$ cat config.mk
export PLATFORM = sky130hd
export DESIGN_NAME = nsfp_ctrl
export DESIGN_NICKNAME = d
export VERILOG_FILES = /design/src/sv/nsfp_pkg.sv /design/src/sv/nsfp_ctrl.sv
export SDC_FILE = /design/constraint.sdc
export NUM_CORES = 1
export LEC_CHECK = 0
export BUFFER_PORTS_ARGS = -buffer_cell sky130_fd_sc_hd__buf_2
export CORE_AREA = 2 2 39 41
export DETAILED_ROUTE_END_ITERATION = 10
export DIE_AREA = 0 0 41 43
export PLACE_DENSITY = 0.53
export SETUP_SLACK_MARGIN = 0.2
export SYNTH_ARGS = -nofsm -noshare
export SYNTH_HDL_FRONTEND = slang
export SYNTH_SLANG_ARGS = --single-unit
$ cat constraint.sdc
create_clock -name clk -period 1.9 [get_ports clk]
set_input_delay 0.38 -clock clk [delete_from_list [all_inputs] [get_ports clk]]
set_output_delay 0.38 -clock clk [all_outputs]
set_load 0.05 [all_outputs]
$ cat src/sv/nsfp_pkg.sv
// shared constants and control types for the newline sensor frame parser
package nsfp_pkg;

  // number of sensor channels in one frame
  localparam int NUM_CHANNELS = 6;

  // store holds the data bytes plus the carriage-return slot
  localparam int STORE_DEPTH = 2 * NUM_CHANNELS + 1;
  // byte count saturates one past a full store
  localparam int COUNT_MAX   = STORE_DEPTH + 1;

  localparam int ADDR_W  = $clog2(STORE_DEPTH);
  localparam int COUNT_W = $clog2(COUNT_MAX + 1);
  localparam int CH_W    = (NUM_CHANNELS > 1) ? $clog2(NUM_CHANNELS) : 1;

  // fixed field widths
  localparam int BYTE_W    = 8;
  localparam int CHANNEL_W = 5;
  localparam int SAMPLE_W  = 16;

  localparam logic [BYTE_W-1:0]   TERMINATOR    = 8'h0A;
  localparam logic [SAMPLE_W-1:0] CONNECT_LIMIT = 16'd1023;

  // commands from controller to datapath
  typedef struct packed {
    logic wr_byte;    // store accepted data byte and bump count
    logic clr_count;  // terminator seen, restart frame
    logic ch_clr;     // start readout at channel zero
    logic ch_inc;     // advance to next channel
    logic rd_lo;      // read low byte of the current pair
    logic hi_load;    // capture high byte from read data
    logic out_load;   // load result register
  } nsfp_cmd_t;

  // status from datapath to controller
  typedef struct packed {
    logic is_term;    // input byte is the terminator
    logic count_full; // data plus carriage-return slot fill the store
    logic ch_last;    // current channel is the final one
    logic out_free;   // result register can take a new result
  } nsfp_stat_t;

endpackage

$ cat src/sv/nsfp_ctrl.sv
// controller state machine: byte collection and per-channel readout sequencing
module nsfp_ctrl import nsfp_pkg::*; (
  input  logic       clk,
  input  logic       rst_n,
  input  logic       in_valid,
  output logic       in_ready,
  input  nsfp_stat_t stat,
  output nsfp_cmd_t  cmd
);

  localparam logic [1:0] S_IDLE  = 2'd0;
  localparam logic [1:0] S_RD_HI = 2'd1;
  localparam logic [1:0] S_RD_LO = 2'd2;
  localparam logic [1:0] S_EMIT  = 2'd3;

  logic [1:0] state_r;
  logic [1:0] state_nxt;
  logic       accept;

  assign in_ready = (state_r == S_IDLE);
  assign accept   = in_valid && in_ready;

  always_comb begin
    state_nxt = state_r;
    cmd       = '0;
    unique case (state_r)
      S_IDLE: begin
        if (accept) begin
          if (stat.is_term) begin
            cmd.clr_count = 1'b1;
            if (stat.count_full) begin
              cmd.ch_clr = 1'b1;
              state_nxt  = S_RD_HI;
            end
          end else begin
            cmd.wr_byte = 1'b1;
          end
        end
      end
      S_RD_HI: begin
        state_nxt = S_RD_LO;
      end
      S_RD_LO: begin
        cmd.rd_lo   = 1'b1;
        cmd.hi_load = 1'b1;
        state_nxt   = S_EMIT;
      end
      S_EMIT: begin
        // keep the low byte on the read port while the result register is busy
        cmd.rd_lo = 1'b1;
        if (stat.out_free) begin
          cmd.out_load = 1'b1;
          if (stat.ch_last) begin
            state_nxt = S_IDLE;
          end else begin
            cmd.ch_inc = 1'b1;
            state_nxt  = S_RD_HI;
          end
        end
      end
      default: state_nxt = S_IDLE;
    endcase
  end

  always_ff @(posedge clk) begin
    if (!rst_n) begin
      state_r <= S_IDLE;
    end else begin
      state_r <= state_nxt;
    end
  end

endmodule

# Yosys cells after proc, flatten, opt, wreduce, memory -nomap -nowiden
# Index checks and enable logic that the tools add are counted.
# Widths: inputs -> output; s select.
[op_classes]
eq_ne = 7
n_mux = 18
reduce_logical = 4
[op_table]
columns = ["operator", "n"]
rows = [
  ["$mux 1", 10],
  ["$mux 2", 5],
  ["$pmux 2 s4", 1],
  ["$mux 3", 2],
  ["$ne 2x1->1 const B", 3],
  ["$eq 2x2->1 const B", 2],
  ["$reduce_and 4->1", 1],
  ["$eq 2x1->1 const B", 1],
  ["$logic_not 2->1", 1],
  ["$ne 2x2->1 const B", 1],
  ["$reduce_or 2->1", 1],
  ["$logic_and 1x1->1", 1],
]
[word_totals]
reg_bits = 2
elab_cells = 30

# Depth between registers and ports, before layout
# Gate-level depths: netlist (run 1).
[logic_depth]
ltp_word = 4
ltp_mapped = 5
mapped_depth_nobuf = 5

# Worst setup path after synthesis (run 1)
# No wires, ideal clock.
[synth_timing]
path_type = "reg2out"
start = "register state_r[0]"
end = "output cmd[4] (netlist name)"
t_arrival_ns = 1.526
required_time_ns = 1.520
path_slack_ns = -0.006
stages_incl_launch_ff = 5
cell_sequence = "dfxtp_1 > inv_1 > ha_1 > and3_1 > and3_2"
[synth_rtl]
columns = ["item", "line_no", "rtl"]
rows = [
  ["from (decl)", "nsfp_ctrl.sv:16", "logic [1:0] state_r;"],
  ["from (signal assigned)", "nsfp_ctrl.sv:69", "state_r <= state_nxt;"],
  ["to (decl)", "nsfp_ctrl.sv:8", "output nsfp_cmd_t cmd"],
]

==> qor.yml, run 1 <==
cells_and_area:
  largest_reg_flops: 2
  nFillCells: 145
  reg_top3: "state_r x2"
  top_register: "state_r"
  drive_gt1_share_pct: 70.0
  multi_input_area_um2: 268
  syn2layout_area_growth_pct: 73.5
  nNetsFinal: 64
  register_area_um2: 47.5
  instances_no_fill: 66
  diodes: 0
  fin_area_um2: 490
placed_design:
  port_buffers: 14
  dp_cells: 62
  hpwl_um: 491
  routabilityCongestion: 0.753
  place_area_um2: 385
synth:
  synthAdderAreaFrac_pct: 22.1
  ys_seq_area_share_pct: 14.2
  synthFlopType: "dfxtp_1"
  synth_async_sr_flop_share_pct: 0
  avgSynthCellArea_um2: 8.84
  muxShareOfSynthArea_pct: 0
  synth_compound_gate_area_share_pct: 18.1
  synth-simple-area-share_pct: 41.6
  netlist_instances: 32
  ys_ff_latch: 2
  syn_nets: 44
  synth_top_family_by_area: "simple AND/OR/NAND/NOR gates"
  ys_top_cells_by_area: "ha_1 22%, dfxtp_1 14%, nor2b_1 6.6%, or2b_2 6.2%, o32ai_2 5.8%"
  yosys.area.top_type: "ha_1"
  synth_xor_area_share_pct: 0
  yosysMostFrequentCell: "ha_1"
  synthTopCellsByCount: "5 x ha_1, 3 x inv_1, 3 x nor2b_1"
  yosysTopAreaCellShare_pct: 22.1
  yosysWarnings: 0
  syn_area_um2: 283
  synth_edf_count: 0
  synthDistinctLibCells: 20
sta:
  max_slew_margin_pct: 83.1
  timing.final.crit_share_pct: 89.7
  finalMaxSlewViolations: 0
  hold_slack_ns: 0.419
  grt_setup_unrepaired: "yes"
  worst_pin_slew_ns: 0.253
  finalHoldViolations: 0
  finClkSkew_ns: 0.00289
  fmax_mhz: 586
  finalCriticalPeriod_ns: 1.71
  setup_viol: 0
  tns_ns: 0
global_route:
  gr-usage-met1_pct: 8.95
  grt_pass1_vias: 264
  use_met3_pct: 3.66
  gr-max-usage-layer: "met2"
  overflow: 0
  antenna_found_initial: 0
  grt_first_pass_wirelength_um: 972
  grt_use_total_pct: 8.62
  grt_max_degree: 7
  use_met2_pct: 12.2
routing:
  drt_iter0_drc: 3
  vias: 280
  dr.pass1.iters: 2
  viasPerCell: 4.24
  wl_per_cell_um: 9.62
  drc_errors: 0
  detail-route-antenna-nets: 0
  wl_um: 635
clock_tree:
  cts_max_level: 1
  path_clk_slew_ns: 0.03
  cts_buffers: 3
  postCtsHoldBufs: 0
  cts_sinks: 2
  worst_skew_pair.late_latency_ns: 0.22
  cts_tree: "done"
  ctsRootBufferMaster: "clkbuf_4"
  clk_path_buf_depth: 2
floorplan:
  ios: 15
  core_um2: 1380
  rows: 14
  die_w_um: 41
  start_util_pct: 20.4
  die_area_um2: 1760
  die_h_um: 43
worst_setup_path:
  path_class: "reg2out"
  crit_required_ns: 1.52
  slowest_delay_ns: 0.38
  worst_ep_arrival_time_ns: 1.33
  setup.worst_path.start_class: "flip-flop"
  worst_path_max_delay_cell: "dfxtp_4"
  worst-path-buf-inv: 2
  cp_max_fo: 6
  crit_chain: "inv_4 > ha_4 > and3_4 > and2b_2 > buf_8"
  cpLargestDelayFamily: "flip-flops"
  crit_path_end_kind: "primary output"
power:
  worst_ir_drop_vdd_mv: 0.212
  powerDensity_nw_per_um2: 892
  leakagePower_nw: 0.232
  fin_total_pwr_mw: 0.437
worst_hold_path:
  holdCritPathClass: "in2reg"
job:
  cap_violations: 0
outcome:
  status: "complete, no violations"
## cells in the final DEF, fill, tap and decap left out
| master | instances |
|---|---|
| buf_2 | 9 |
| ha_1 | 3 |
| clkbuf_4 | 3 |
| buf_6 | 3 |
| inv_4 | 2 |
| and3_4 | 2 |
| and2_1 | 2 |
| or2b_2 | 2 |
| nor2b_1 | 2 |
| a21oi_1 | 2 |
| ha_4 | 2 |
| buf_8 | 2 |
| dfxtp_4 | 2 |
| and2_2 | 1 |
| or2_2 | 1 |
| nor2b_2 | 1 |
| and2b_2 | 1 |
| a21bo_1 | 1 |
| nand4_1 | 1 |
| a21boi_1 | 1 |
| o31ai_1 | 1 |
| inv_1 | 1 |
| nand3_2 | 1 |
| nand2_1 | 1 |
| nor4_2 | 1 |
| o32ai_2 | 1 |
| buf_4 | 1 |
## cell type report
type                       count  share of cell area (%)
inverter                       3                    3.32
multi-input combinational     27                    54.6
sequential                     2                    9.69
tap                           16                    4.08
timing repair buffer          15                    23.7
clock buffer                   3                    4.59
## through the flow
step,utilization [%],setup WS (ns)
3_3_place_gp,27.8,0.227
2_1_floorplan,-,0.187
4_1_cts,34.0,0.191
6_report,35.4,0.195
5_1_grt,35.4,0.158
3_5_place_dp,27.8,0.200
## tightest hold or removal path, stage by stage
cell,delay (ns)
buf_2,0.10
inv_1,0.07
a21oi_1,0.04
## power breakdown
part | internal [mW] | switching, mW | leakage [nW]
registers | 0.0531 | 0.0142 | 0.0178
logic | 0.120 | 0.157 | 0.201
clock network | 0.0697 | 0.0242 | 0.0138
## logic make-up (layout without fill, tap and decap cells)
| kind of cell | count (synthesis) | count (layout) |
|---|---|---|
| simple gates | 16 | 16 |
| compound gates | 6 | 6 |
| fa+ha+maj | 5 | 5 |
| buf+inv | 3 | 21 |
| flops | 2 | 2 |
## final timing paths
check	startpoint	endpoint	slack (ns)	depth (start not counted)
setup / recovery	state_r[1]	cmd[6]	0.19	5
hold reg to reg	state_r[1]	state_r[1]	0.54	2
setup reg to reg	state_r[1]	state_r[1]	0.57	6
hold / removal	rst_n	state_r[1]	0.42	3
## metal layers
layer / share of wire (%) / wire [um] / up-vias
li1: - / - / 147
met1: 42 / 266 / 118
met2: 48 / 302 / 13
met3: 8.3 / 53 / 2
met4: 2.2 / 14 / 0
met5: 0 / 0 / -
## repair_timing
item,CTS,global route
cloned,0,0
gates resized for setup,21,5
buffers inserted,1,0
endpoints found under the setup margin,5,5
pin swaps,1,1
Power figures use the tool's default switching activity.
==> inputs of run 2 (changes only) <==
clock period = 1.59 ns   (was 1.9 ns; I/O delays follow)
==> run 2 against run 1 <==
The run now ends with negative setup slack left; clock-buffer cell count did not move; total power rose by 38%; global-route usage rose by 1.0 points; combinational power rose by 47%.
==> qor.yml, run 2 (synthesis gave the netlist of run 1 again) <==
sta:
  finalCriticalPeriod_ns: 1.61
  finalMaxSlewViolations: 0  # unchanged
  worst_pin_slew_ns: 0.270  # +0.0169 ns
  timing.final.crit_share_pct: 101
  max_slew_margin_pct: 82.0  # -1.1 points
  fmax_mhz: 623
  setup_viol: 1  # +1
  finClkSkew_ns: 0.00346  # +0.000574 ns
  hold_slack_ns: 0.354  # -0.0653 ns
  finalHoldViolations: 0  # unchanged
  setup_ws_ns: -0.0162  # -0.211 ns
  grt_setup_unrepaired: "yes"
worst_setup_path:
  crit_path_end_kind: "primary output"
  crit_chain: "inv_4 > ha_4 > and3_4 > and3_4 > buf_8"
  crit_required_ns: 1.27  # -0.25 ns
  worst-path-buf-inv: 2  # unchanged
  worst_path_max_delay_cell: "dfxtp_4"
  cpLargestDelayFamily: "simple AND/OR/NAND/NOR gates"
  cp_max_fo: 4  # -2
  worst_r2r_startpoint: "state_r[1]"
  crit_path_start: "state_r[1]"
  setup.worst_path.start_class: "flip-flop"
  worst_ep_arrival_time_ns: 1.29  # -0.04 ns
  crit_top_cell: "and3_4"
  reg2regPathDepth: 7  # +1
  slowest_delay_ns: 0.35  # -0.03 ns
  path_class: "reg2out"
  crit_cells: 5  # unchanged
outcome:
  failed_checks: "negative setup slack"
  status: "finished with violations"
routing:
  wl_um: 734  # +16%
  dr.pass1.iters: 4  # +2
  wl_per_cell_um: 10.5  # +9.0%
  viasPerCell: 4.49  # +5.7%
  detail-route-antenna-nets: 0  # unchanged
  vias: 314  # +12%
  drt_iter0_drc: 4  # +1
  drc_errors: 0  # unchanged
floorplan:
  rows: 14  # unchanged
  die_h_um: 43  # unchanged
  ios: 15  # unchanged
  core_um2: 1380  # unchanged
  start_util_pct: 20.4  # unchanged
  die_w_um: 41  # unchanged
  die_area_um2: 1760  # unchanged
power:
  worst_ir_drop_vdd_mv: 0.281  # +32%
  powerDensity_nw_per_um2: 1040  # +17%
  leakagePower_nw: 0.257  # +11%
clock_tree:
  worst_skew_pair.late_latency_ns: 0.23  # about the same
  path_clk_slew_ns: 0.03  # about the same
  cts_sinks: 2  # unchanged
  cts_max_level: 1  # unchanged
  cts_buffers: 3  # unchanged
  cts_tree: "done"
  ctsRootBufferMaster: "clkbuf_4"
  clk_path_buf_depth: 2  # unchanged
  postCtsHoldBufs: 0  # unchanged
cells_and_area:
  nFillCells: 150  # +3.4%
  layout_common_cells: "6 x buf_2, 6 x buf_8, 5 x buf_4, 3 x ha_2, 3 x clkbuf_4"
  syn2layout_area_growth_pct: 104
  nNetsFinal: 68  # +6.3%
  largest_reg_flops: 2  # unchanged
  diodes: 0  # unchanged
  top_register: "state_r"
  reg_top3: "state_r x2"
  drive_gt1_share_pct: 81.5  # +11 points
placed_design:
  port_buffers: 14  # unchanged
  hpwl_um: 499  # +1.6%
  routabilityCongestion: 0.682  # -9.5%
  place_ws_ns: 0.0698  # -0.130 ns
global_route:
  grt_first_pass_wirelength_mm: 1.17  # +21%
  grt_pass1_vias: 307  # +16%
  grt_max_degree: 6  # -1
  grt_use_total_pct: 9.62  # +1.0 points
  overflow: 0  # unchanged
  antenna_found_initial: 0  # unchanged
worst_hold_path:
  min_path_cells: 3  # unchanged
  hold_start: "rst_n"
  holdCritPathClass: "in2reg"
job:
  cap_violations: 0  # unchanged
==> run 2: per-stage QoR <==
stage,cell area (um2),cells,util [%],TNS [ns],power [mW]
after detailed placement,405,62,29.3,0,0.366
after floorplan,315,32,-,0,0.322
after global placement,405,62,29.3,0,0.366
after CTS,551,67,39.8,-0.0400,0.581
after global routing,578,70,41.8,-0.112,0.639
final,578,70,41.8,-0.0162,0.602
==> run 2: power breakdown <==
part	internal (mW)	leakage [nW]	switching, mW
Sequential	0.0635	0.0178	0.0178
Combinational	0.203	0.225	0.203
Clock	0.0834	0.0138	0.0314
Total	0.349	0.257	0.252
==> run 2: path summary, 6_finish.rpt <==
| check | to | slack, ns |
|---|---|---|
| setup / recovery | cmd[4] | -0.02 |
| hold / removal | state_r[1] | 0.35 |
| setup reg to reg | state_r[0] | 0.16 |
| hold reg to reg | state_r[0] | 0.54 |
==> run 2: cell type report <==
type	count	area, um2	share of cell area (%)
inverters	3	18.8	3.25
flip-flops and latches	2	47.5	8.23
clock buffers	3	22.5	3.90
well taps	16	20.0	3.46
multi-input cells	27	289	50.0
repair buffers	19	180	31.2
==> run 2: repair_timing <==
item,in CTS,in global routing
setup buffers,2,3
resized for setup,33,1
endpoints found under the setup margin,8,7
pin swaps,3,4
==> run 2: worst register-to-register path: cells and delay by family, from the launching register on <==
family,cells,cell delay [ns]
and+or+nand+nor,2,0.39
DFF,1,0.37
adders and majority gates,1,0.15
buffers and inverters,3,0.28
AOI/OAI and AO/OA,1,0.10
==> run 2: metal layers <==
layer / vias to the layer above / GRT usage [%] / share of wire [%]
met1: 145 / 10.5 / 37
li1: 154 / - / -
met4: 0 / 6.00 / 2.6
met5: - / 0 / 0
met3: 2 / 0 / 4.8
met2: 13 / 16.9 / 56
