==> config.mk <==
export PLATFORM = sky130hd
export DESIGN_NAME = nsfp_dp
export DESIGN_NICKNAME = d
export VERILOG_FILES = /design/src/sv/nsfp_pkg.sv /design/src/sv/nsfp_dp.sv
export SDC_FILE = /design/constraint.sdc
export NUM_CORES = 1
export LEC_CHECK = 0
export ABC_AREA = 1
export BUFFER_PORTS_ARGS = -buffer_cell sky130_fd_sc_hd__clkbuf_2
export CORE_MARGIN = 4
export CORE_UTILIZATION = 41
export DETAILED_ROUTE_END_ITERATION = 16
export GPL_TIMING_DRIVEN = 0
export PLACE_DENSITY = 0.59
export SYNTH_ARGS = -nofsm -noshare
export SYNTH_HDL_FRONTEND = slang
export SYNTH_SLANG_ARGS = --single-unit
==> constraint.sdc <==
create_clock -name clk -period 6.1 [get_ports clk]
set_clock_uncertainty 0.2 [all_clocks]
set_input_delay 0.61 -clock clk [delete_from_list [all_inputs] [get_ports clk]]
set_output_delay 0.61 -clock clk [all_outputs]
set_load 0.05 [all_outputs]
==> src/sv/nsfp_pkg.sv <==
// shared constants and control types for the newline sensor frame parser
package nsfp_pkg;

  // number of sensor channels in one frame
  localparam int NUM_CHANNELS = 6;

  // store holds the data bytes plus the carriage-return slot
  localparam int STORE_DEPTH = 2 * NUM_CHANNELS + 1;
  // byte count saturates one past a full store
  localparam int COUNT_MAX   = STORE_DEPTH + 1;

  localparam int ADDR_W  = $clog2(STORE_DEPTH);
  localparam int COUNT_W = $clog2(COUNT_MAX + 1);
  localparam int CH_W    = (NUM_CHANNELS > 1) ? $clog2(NUM_CHANNELS) : 1;

  // fixed field widths
  localparam int BYTE_W    = 8;
  localparam int CHANNEL_W = 5;
  localparam int SAMPLE_W  = 16;

  localparam logic [BYTE_W-1:0]   TERMINATOR    = 8'h0A;
  localparam logic [SAMPLE_W-1:0] CONNECT_LIMIT = 16'd1023;

  // commands from controller to datapath
  typedef struct packed {
    logic wr_byte;    // store accepted data byte and bump count
    logic clr_count;  // terminator seen, restart frame
    logic ch_clr;     // start readout at channel zero
    logic ch_inc;     // advance to next channel
    logic rd_lo;      // read low byte of the current pair
    logic hi_load;    // capture high byte from read data
    logic out_load;   // load result register
  } nsfp_cmd_t;

  // status from datapath to controller
  typedef struct packed {
    logic is_term;    // input byte is the terminator
    logic count_full; // data plus carriage-return slot fill the store
    logic ch_last;    // current channel is the final one
    logic out_free;   // result register can take a new result
  } nsfp_stat_t;

endpackage

==> src/sv/nsfp_dp.sv <==
// datapath: frame byte store, byte count, channel counter and result register
module nsfp_dp import nsfp_pkg::*; (
  input  logic                 clk,
  input  logic                 rst_n,
  input  logic [BYTE_W-1:0]    in_byte,
  input  nsfp_cmd_t            cmd,
  output nsfp_stat_t           stat,
  output logic                 out_valid,
  input  logic                 out_ready,
  output logic [CHANNEL_W-1:0] out_channel,
  output logic [SAMPLE_W-1:0]  out_sample,
  output logic                 out_connected,
  output logic                 out_last
);

  logic [BYTE_W-1:0]    store_mem [STORE_DEPTH];
  logic [COUNT_W-1:0]   count_r;
  logic [COUNT_W-1:0]   count_nxt;
  logic [CH_W-1:0]      ch_r;
  logic [CH_W-1:0]      ch_nxt;
  logic [ADDR_W-1:0]    rd_addr;
  logic [BYTE_W-1:0]    rd_data_r;
  logic [BYTE_W-1:0]    hi_r;
  logic                 out_valid_r;
  logic                 out_valid_nxt;
  logic [CHANNEL_W-1:0] channel_r;
  logic [SAMPLE_W-1:0]  sample_r;
  logic                 connected_r;
  logic                 last_r;
  logic [SAMPLE_W-1:0]  sample_nxt;

  assign stat.is_term    = (in_byte == TERMINATOR);
  assign stat.count_full = (count_r == COUNT_W'(STORE_DEPTH));
  assign stat.ch_last    = (ch_r == CH_W'(NUM_CHANNELS - 1));
  assign stat.out_free   = !out_valid_r || out_ready;

  // byte store: write while collecting, registered read during readout
  always_ff @(posedge clk) begin
    if (cmd.wr_byte && (count_r < COUNT_W'(STORE_DEPTH))) begin
      store_mem[count_r[ADDR_W-1:0]] <= in_byte;
    end
    rd_data_r <= store_mem[rd_addr];
  end

  assign rd_addr = ADDR_W'({ch_r, cmd.rd_lo});

  always_comb begin
    count_nxt = count_r;
    if (cmd.clr_count) begin
      count_nxt = '0;
    end else if (cmd.wr_byte && (count_r < COUNT_W'(COUNT_MAX))) begin
      count_nxt = count_r + COUNT_W'(1);
    end
  end

  always_comb begin
    ch_nxt = ch_r;
    if (cmd.ch_clr) begin
      ch_nxt = '0;
    end else if (cmd.ch_inc) begin
      ch_nxt = ch_r + CH_W'(1);
    end
  end

  always_comb begin
    out_valid_nxt = out_valid_r;
    if (cmd.out_load) begin
      out_valid_nxt = 1'b1;
    end else if (out_ready) begin
      out_valid_nxt = 1'b0;
    end
  end

  assign sample_nxt = {hi_r, rd_data_r};

  always_ff @(posedge clk) begin
    if (!rst_n) begin
      count_r     <= '0;
      ch_r        <= '0;
      out_valid_r <= 1'b0;
    end else begin
      count_r     <= count_nxt;
      ch_r        <= ch_nxt;
      out_valid_r <= out_valid_nxt;
    end
  end

  always_ff @(posedge clk) begin
    if (cmd.hi_load) begin
      hi_r <= rd_data_r;
    end
    if (cmd.out_load) begin
      channel_r   <= CHANNEL_W'(ch_r);
      sample_r    <= sample_nxt;
      connected_r <= (sample_nxt <= CONNECT_LIMIT);
      last_r      <= stat.ch_last;
    end
  end

  assign out_valid     = out_valid_r;
  assign out_channel   = channel_r;
  assign out_sample    = sample_r;
  assign out_connected = connected_r;
  assign out_last      = last_r;

endmodule

* Yosys cells after proc, flatten, opt, wreduce, memory -nomap -nowiden
Memory sizes are Yosys's and may differ from the RTL's. A register that Yosys moved wholly into a read port is not among the register bits.
Cells that the tools add are included.
** Operators by class
- Multiplexer cells :: 4
- Bitwise gates (word level) :: 1
- Reduce and logical (&&, ||, !) cells :: 7
- Magnitude comparators :: 3
- Equality and inequality tests :: 3
- $add $sub $neg :: 2
** Operators by type and width (number)
- <= comparator 16 x 10 -> 1 bit (second input constant) :: 1
- equality test 8 x 4 -> 1 bit (second input constant) :: 1
- < comparator 4 bit (second input constant) :: 2
- adder 4 x 1 -> 4 bit (second input constant) :: 1
- equality test 4 bit (second input constant) :: 1
- 2-to-1 mux 1 bit :: 4
- OR reduction 2 bit :: 2
- adder 3 x 1 -> 3 bit (second input constant) :: 1
- equality test 3 bit (second input constant) :: 1
- logical AND 1 bit :: 2
- nonzero test 2 bit :: 1
- logical NOT 1 bit :: 1
- logical OR 1 bit :: 1
- NOT 1 bit :: 1
** Word-level totals
- Bits in writable memories :: 104
- Bits in registers :: 37
- Memories :: 1
** Memory list
- store_mem :: depth 13, width 8, rd ports 1, clocked after Yosys merged registers in 1, write ports 1, line nsfp_dp.sv:16 : logic [BYTE_W-1:0] store_mem [STORE_DEPTH];

* Longest topological paths before layout
Gate-level depths: netlist of the first run.
- Depth in word-level cells :: 4
- Gate-level depth with buffers :: 8
- Depth with buffers taken out :: 7

* Worst setup path after synthesis of the first run
Ideal clock, no wire load.
- Path type :: input -> output
- Start point :: input port in_byte[7]
- End point :: output port stat[3] (netlist name)
- Path slack :: 2899 ps
- Stages :: 2
- Data arrival time :: 2391 ps
- Cells stage by stage :: or2_2 > nor4_1
** RTL lines
- start: declaration :: line nsfp_dp.sv:5 : input logic [BYTE_W-1:0] in_byte,
- end: declaration :: line nsfp_dp.sv:7 : output nsfp_stat_t stat,

==> results.py, run 1 <==
metrics = {
    "route": {
        "drtAntennaViolNets": 0,
        "routedWlPerCell_um": 16.8,
        "wl_mm": 13.0,
        "first_pass_iters": 5,
        "via_per_inst": 4.82,
        "drc": 0,
        "vias": 3733,
        "drt-initial-drc-count": 380,
    },
    "synthesis": {
        "netlist_area_um2": 5980,
        "synth_top_area_share_pct": 66.8,
        "synth.ff_latch_count": 149,
        "ys_seq_area_share_pct": 72.2,
        "avgSynthCellArea_um2": 11.5,
        "synth_cell_type_count": 23,
        "netlist_top_cells_area": "edfxtp_1 67%, nand2_1 7.5%, dfxtp_1 5.4%, nand3_1 5.1%, inv_1 5.0%",
        "synth_cells": 518,
        "yosysTopAreaCell": "edfxtp_1",
        "yosys_warnings": 0,
    },
    "global_route": {
        "grt_overflow": 0,
        "grt_pass1_wl_mm": 20.3,
        "grt_use_total_pct": 16.8,
        "grt_max_degree": 23,
        "grt_pass1_vias": 3667,
        "antenna_found_initial": 0,
    },
    "sta": {
        "drv_slew": 0,
        "setup_violations": 0,
        "finalHoldViolCount": 0,
        "setup-tns-final_ns": 0,
        "maxSlewHeadroom_pct": 17.9,
        "rsz0062_at_grt": "false",
        "tightest_slew_ns": 1.22,
        "layout_min_cycle_time_ns": 2.75,
        "period_share_pct": 45.1,
        "fmax_ghz": 0.364,
    },
    "die": {
        "fp.dieH_um": 129,
        "io_pins": 46,
        "num_rows": 43,
        "dieArea_um2": 16600,
        "start_util_pct": 42.4,
        "fp.dieW_um": 129,
        "core_area_um2": 14100,
    },
    "critical_path": {
        "criticalPathCategory": "reg -> out",
        "rr_endpoint": "store_mem[6][0]$_DFFE_PP_",
        "reg2regPathDepth": 4,
        "cp-start-kind": "flop",
        "slowest_delay_ns": 0.32,
        "arrival_ns": 1.94,
        "crit_fanout": 10,
        "crit_chain": "buf_2 > inv_1 > buf_2 > ha_1 > nand2_1 > inv_1 > clkbuf_2",
        "reg2reg_slack_ns": 3.72,
        "required_ns": 5.29,
        "cp-end-kind": "output port",
        "cp_slowest_cell": "dfxtp_1",
        "timing.rr.start": "count_r[1]$_SDFFE_PP0P_",
        "startpoint": "ch_r[1]$_SDFFE_PP0P_",
    },
    "placed_design": {
        "portBuffers": 43,
        "dp_cells": 742,
        "dp_hpwl_mm": 8.74,
        "gp_congestion": 0.831,
    },
    "cells_and_area": {
        "fillCellCount": 1249,
        "final_common_cell": "edfxtp_1",
        "instances_no_fill": 775,
        "final_nets": 606,
        "area_delta_synth_final_pct": 17.9,
        "drive_gt1_share_pct": 17.6,
        "antenna_cells": 0,
        "final_cell_mix": "133 x edfxtp_1, 120 x nand2_1, 79 x inv_1",
    },
    "clock_tree": {
        "cts_max_level": 4,
        "cts_tree": "done",
        "cts_sinks": 149,
        "cts_buffer_depth": 2,
        "postCtsSetupBuffers": 0,
        "clkLatencyLatePin_ns": 0.42,
        "cts_buffers": 17,
        "path_clk_slew_ns": 0.06,
        "cts_hold_buffers": 0,
        "cts_resized": 0,
        "cts_root_buf": "clkbuf_16",
    },
    "power_and_ir_drop": {
        "power.leakage_nw": 2.90,
        "peakVddDrop_v": 0.000189,
        "power.density_nw_per_um2": 332,
    },
    "min_path": {
        "hold_start": "hi_r[1]$_DFFE_PP_",
        "holdPathStages": 0,
        "hold_class": "reg -> reg",
        "holdPathEnd": "out_sample[9]$_DFFE_PP_",
    },
    "outcome": {
        "status": "complete, no violations",
    },
    "run": {
        "maxCapViolCount": 0,
    },
}
[per-layer routing]
layer  vias to the layer above  share of wire (%)  global-route usage (%)
met2                       113                 49                    27.7
met5                         -                  0                       0
met4                         0                2.0                    6.55
li1                       1851                  -                       -
met1                      1749                 43                    21.2
met3                        20                6.9                    4.36
[synth_stat cells]
master / n
o21ai_0: 8
buf_4: 4
nor2_1: 38
o21ai_2: 2
o211ai_1: 8
nand3_1: 61
buf_2: 10
edfxtp_1: 133
nand4_1: 1
nor4_1: 1
ha_1: 6
inv_1: 79
or2_2: 4
conb_1: 1
inv_2: 1
nand2_1: 120
clkbuf_1: 3
o21a_1: 1
buf_6: 4
a211oi_1: 1
nor3_1: 11
a21oi_1: 5
dfxtp_1: 16
[flip-flops by register name, indices dropped and copies added (netlist names)]
register	cells
ch_r	3
hi_r	8
rd_data_r	8
count_r	4
out_channel	3
out_valid	1
out_sample	16
store_mem	104
out_last	1
out_connected	1
[area by class of cell]
| type | count | area, um2 | share of cell area [%] |
|---|---|---|---|
| clock inverters | 14 | 164 | 2.33 |
| inverters | 80 | 300 | 4.26 |
| well taps | 180 | 225 | 3.20 |
| multi-input cells | 269 | 1260 | 17.8 |
| repair buffers | 44 | 223 | 3.16 |
| flip-flops and latches | 149 | 4310 | 61.2 |
| plain buffers | 21 | 136 | 1.94 |
| clock buffers | 18 | 429 | 6.09 |
[stage by stage]
stage	instance area [um2]	worst slack [ns]	total power [mW]	util [%]	hold slack (ns)
finish	7050	3.35	2.34	50.0	0.220
detailed placement	6440	3.36	1.33	45.7	0.206
global route	7050	3.21	2.42	50.0	0.222
floorplan	5980	2.90	1.27	-	0.200
global placement	6420	3.32	1.33	45.6	0.202
CTS	7040	3.33	2.36	49.9	0.222
[cell families after synthesis]
family	count (synthesis)	synth area share (%)
flops	149	72.2
simple gates	236	16.6
compound gates	25	2.64
buf+inv	101	7.30
fa+ha+maj	6	1.26
other cells	1	0.0627
[power by group]
part / switching, mW / internal, mW
Sequential: 0.0105 / 1.14
Combinational: 0.115 / 0.0370
Clock: 0.424 / 0.613
Total: 0.549 / 1.79
[critical path, delay by kind of cell, from the launching register on]
| family | cells | cell delay, ns |
|---|---|---|
| adder cells (fa/ha/maj) | 1 | 0.19 |
| flip-flops | 1 | 0.32 |
| AND/OR/NAND/NOR | 1 | 0.05 |
| buffers and inverters | 5 | 0.95 |
[how the worst max path moves through the flow]
stage                                 endpoint  slack, ns  cells after the start
finish                                 stat[1]       3.35                      7
global route                           stat[1]       3.21                      7
CTS                                    stat[1]       3.33                      7
detailed placement  store_mem[11][7]$_DFFE_PP_       3.36                      3
global placement     store_mem[9][7]$_DFFE_PP_       3.32                      3
floorplan                              stat[3]       2.90                      2
Note: power is estimated with default switching activity, not from simulation.
==> inputs of run 2 (changes only) <==
- PLACE_DENSITY: 0.59 -> 0.61
- clock period: 6.1 -> 2.35 ns (I/O delays scaled with it)
==> results.py, run 2 (synthesis results as in run 1) <==
metrics = {
    "outcome": {
        "status": "complete, no violations",
    },
    "power_and_ir_drop": {
        "total_power_mw": 6.33,
        "power.leakage_nw": 2.96,
        "switchingPower_mw": 1.37,
        "peakVddDrop_v": 0.000497,
        "power.density_nw_per_um2": 878,
        "seqPwrFrac_pct": 47.4,
        "sw_frac_of_total_pct": 21.6,
        "p_int_mw": 4.96,
        "pwr-share-clk_pct": 46.1,
        "pwr-share-comb_pct": 6.5,
    },
    "critical_path": {
        "reg2reg_slack_ns": 0.10,
        "cp-start-kind": "flop",
        "crit_fanout": 8,
        "required_ns": 2.19,
        "cp-end-kind": "flop",
        "reg2regPathDepth": 4,
        "cp_slowest_cell": "nor2_1",
        "arrival_ns": 2.08,
        "criticalPathCategory": "reg -> reg",
        "cp_top_family": "simple AND/OR/NAND/NOR gates",
        "timing.rr.start": "count_r[1]$_SDFFE_PP0P_",
        "slowest_delay_ns": 0.87,
        "crit_chain": "inv_1 > ha_1 > nand2_1 > nor2_1",
        "cp_num_buf_inv": 1,
        "rr_endpoint": "store_mem[8][3]$_DFFE_PP_",
    },
    "cells_and_area": {
        "fillCellCount": 1246,
        "drive_gt1_share_pct": 18.1,
        "area_delta_synth_final_pct": 20.5,
        "fin_util_pct": 51.1,
        "antenna_cells": 0,
        "design_area_um2": 7210,
        "largest_reg_flops": 104,
        "final_common_cell": "edfxtp_1",
        "final_cell_mix": "133 x edfxtp_1, 120 x nand2_1, 78 x inv_1",
        "final_nets": 614,
    },
    "die": {
        "num_rows": 43,
        "start_util_pct": 42.4,
        "dieArea_um2": 16600,
        "io_pins": 46,
        "fp.dieW_um": 129,
        "fp.dieH_um": 129,
        "core_area_um2": 14100,
    },
    "min_path": {
        "holdPathStages": 1,
        "holdPathEnd": "store_mem[2][0]$_DFFE_PP_",
        "hold_class": "in -> reg",
        "hold_start": "in_byte[0]",
    },
    "clock_tree": {
        "cts_root_buf": "clkbuf_16",
        "cts_buffer_depth": 2,
        "path_clk_slew_ns": 0.06,
        "cts_buffers": 17,
        "cts_tree": "done",
        "cts_sinks": 149,
        "cts_max_level": 4,
        "clkLatencyLatePin_ns": 0.42,
    },
    "placed_design": {
        "placed_area_um2": 6450,
        "gp_congestion": 0.846,
        "portBuffers": 43,
        "dp_hpwl_mm": 8.96,
    },
    "route": {
        "first_pass_iters": 5,
        "routedWlPerCell_um": 17.1,
        "via_per_inst": 4.95,
        "drc": 0,
        "vias": 3874,
        "drt-initial-drc-count": 328,
        "wl_mm": 13.4,
        "drtAntennaViolNets": 0,
    },
    "global_route": {
        "antenna_found_initial": 1,
        "grt_overflow": 0,
        "grt_max_degree": 23,
        "grt_pass1_wl_mm": 21.2,
        "grt_pass1_vias": 3845,
        "grt_use_total_pct": 17.3,
    },
    "sta": {
        "drv_slew": 0,
        "setup_violations": 0,
        "setup-tns-final_ns": 0,
        "fmax_ghz": 0.445,
        "finalHoldViolCount": 0,
        "tightest_slew_ns": 1.11,
        "maxSlewHeadroom_pct": 26.0,
        "rsz0062_at_grt": "false",
        "period_share_pct": 95.6,
        "layout_min_cycle_time_ns": 2.25,
    },
    "run": {
        "maxCapViolCount": 0,
    },
}
[run 2: changes by cell type in the layout (fill, tap and decap cells not counted), moves of 2 or more]
cell and change:
clkinv_2 +3, nor3_2 +3, bufinv_16 +3, inv_6 -7
clkbuf_4 +2, dlygate4sd3_1 +8, nor3_1 -3
[run 2: routing by layer]
layer  vias to the layer above  part of all wire (%)  track usage (%)
met5                         -                     0                0
met4                         0                   1.3             5.31
met3                        16                   6.8             5.60
met2                       127                    49             28.4
met1                      1869                    43             21.9
li1                       1862                     -                -
[run 2: cell type report]
| class | count | area [um2] | area share [%] |
|---|---|---|---|
| sequential | 149 | 4310 | 59.9 |
| multi-input combinational | 269 | 1280 | 17.7 |
| clock buffer | 19 | 433 | 6.01 |
| timing repair buffer | 52 | 303 | 4.20 |
| inverter | 80 | 300 | 4.17 |
| tap | 180 | 225 | 3.13 |
| clock inverter | 13 | 208 | 2.88 |
| buffer | 21 | 145 | 2.01 |
[run 2: through the flow]
step / setup slack (ns) / cells / hold WS [ns]
2_1_floorplan: 0.432 / 519 / 0.127
3_3_place_gp: -0.200 / 742 / 0.201
3_5_place_dp: -0.210 / 743 / 0.208
4_1_cts: 0.0573 / 783 / 0.0279
5_1_grt: 0.00405 / 783 / 0.0527
6_report: 0.104 / 783 / 0.0380
[run 2: worst max-delay path by stage]
stage                                 to  cells past startpoint               startpoint
2_1_floorplan  store_mem[5][0]$_DFFE_PP_                      4  count_r[1]$_SDFFE_PP0P_
3_3_place_gp   store_mem[9][7]$_DFFE_PP_                      4  count_r[1]$_SDFFE_PP0P_
3_5_place_dp   store_mem[2][7]$_DFFE_PP_                      4  count_r[1]$_SDFFE_PP0P_
4_1_cts                          stat[1]                      7     ch_r[1]$_SDFFE_PP0P_
5_1_grt        store_mem[9][4]$_DFFE_PP_                      4  count_r[1]$_SDFFE_PP0P_
6_report       store_mem[8][3]$_DFFE_PP_                      4  count_r[1]$_SDFFE_PP0P_
[run 2: power by group through the flow]
stage	clock, mW	sequential (mW)	combinational (mW)
detailed placement	0	3.05	0.401
global route	3.08	3.00	0.446
global placement	0	3.05	0.393
floorplan	0	3.14	0.157
finish	2.92	3.00	0.411
CTS	2.95	3.00	0.415
[run 2: what timing repair did]
action / in CTS / in global routing
gates resized for setup: 7 / 3
endpoints found under the hold margin: 16 / 0
setup buffers: 0 / 0
endpoints found under the setup margin: 41 / 2
hold buffers: 8 / 0
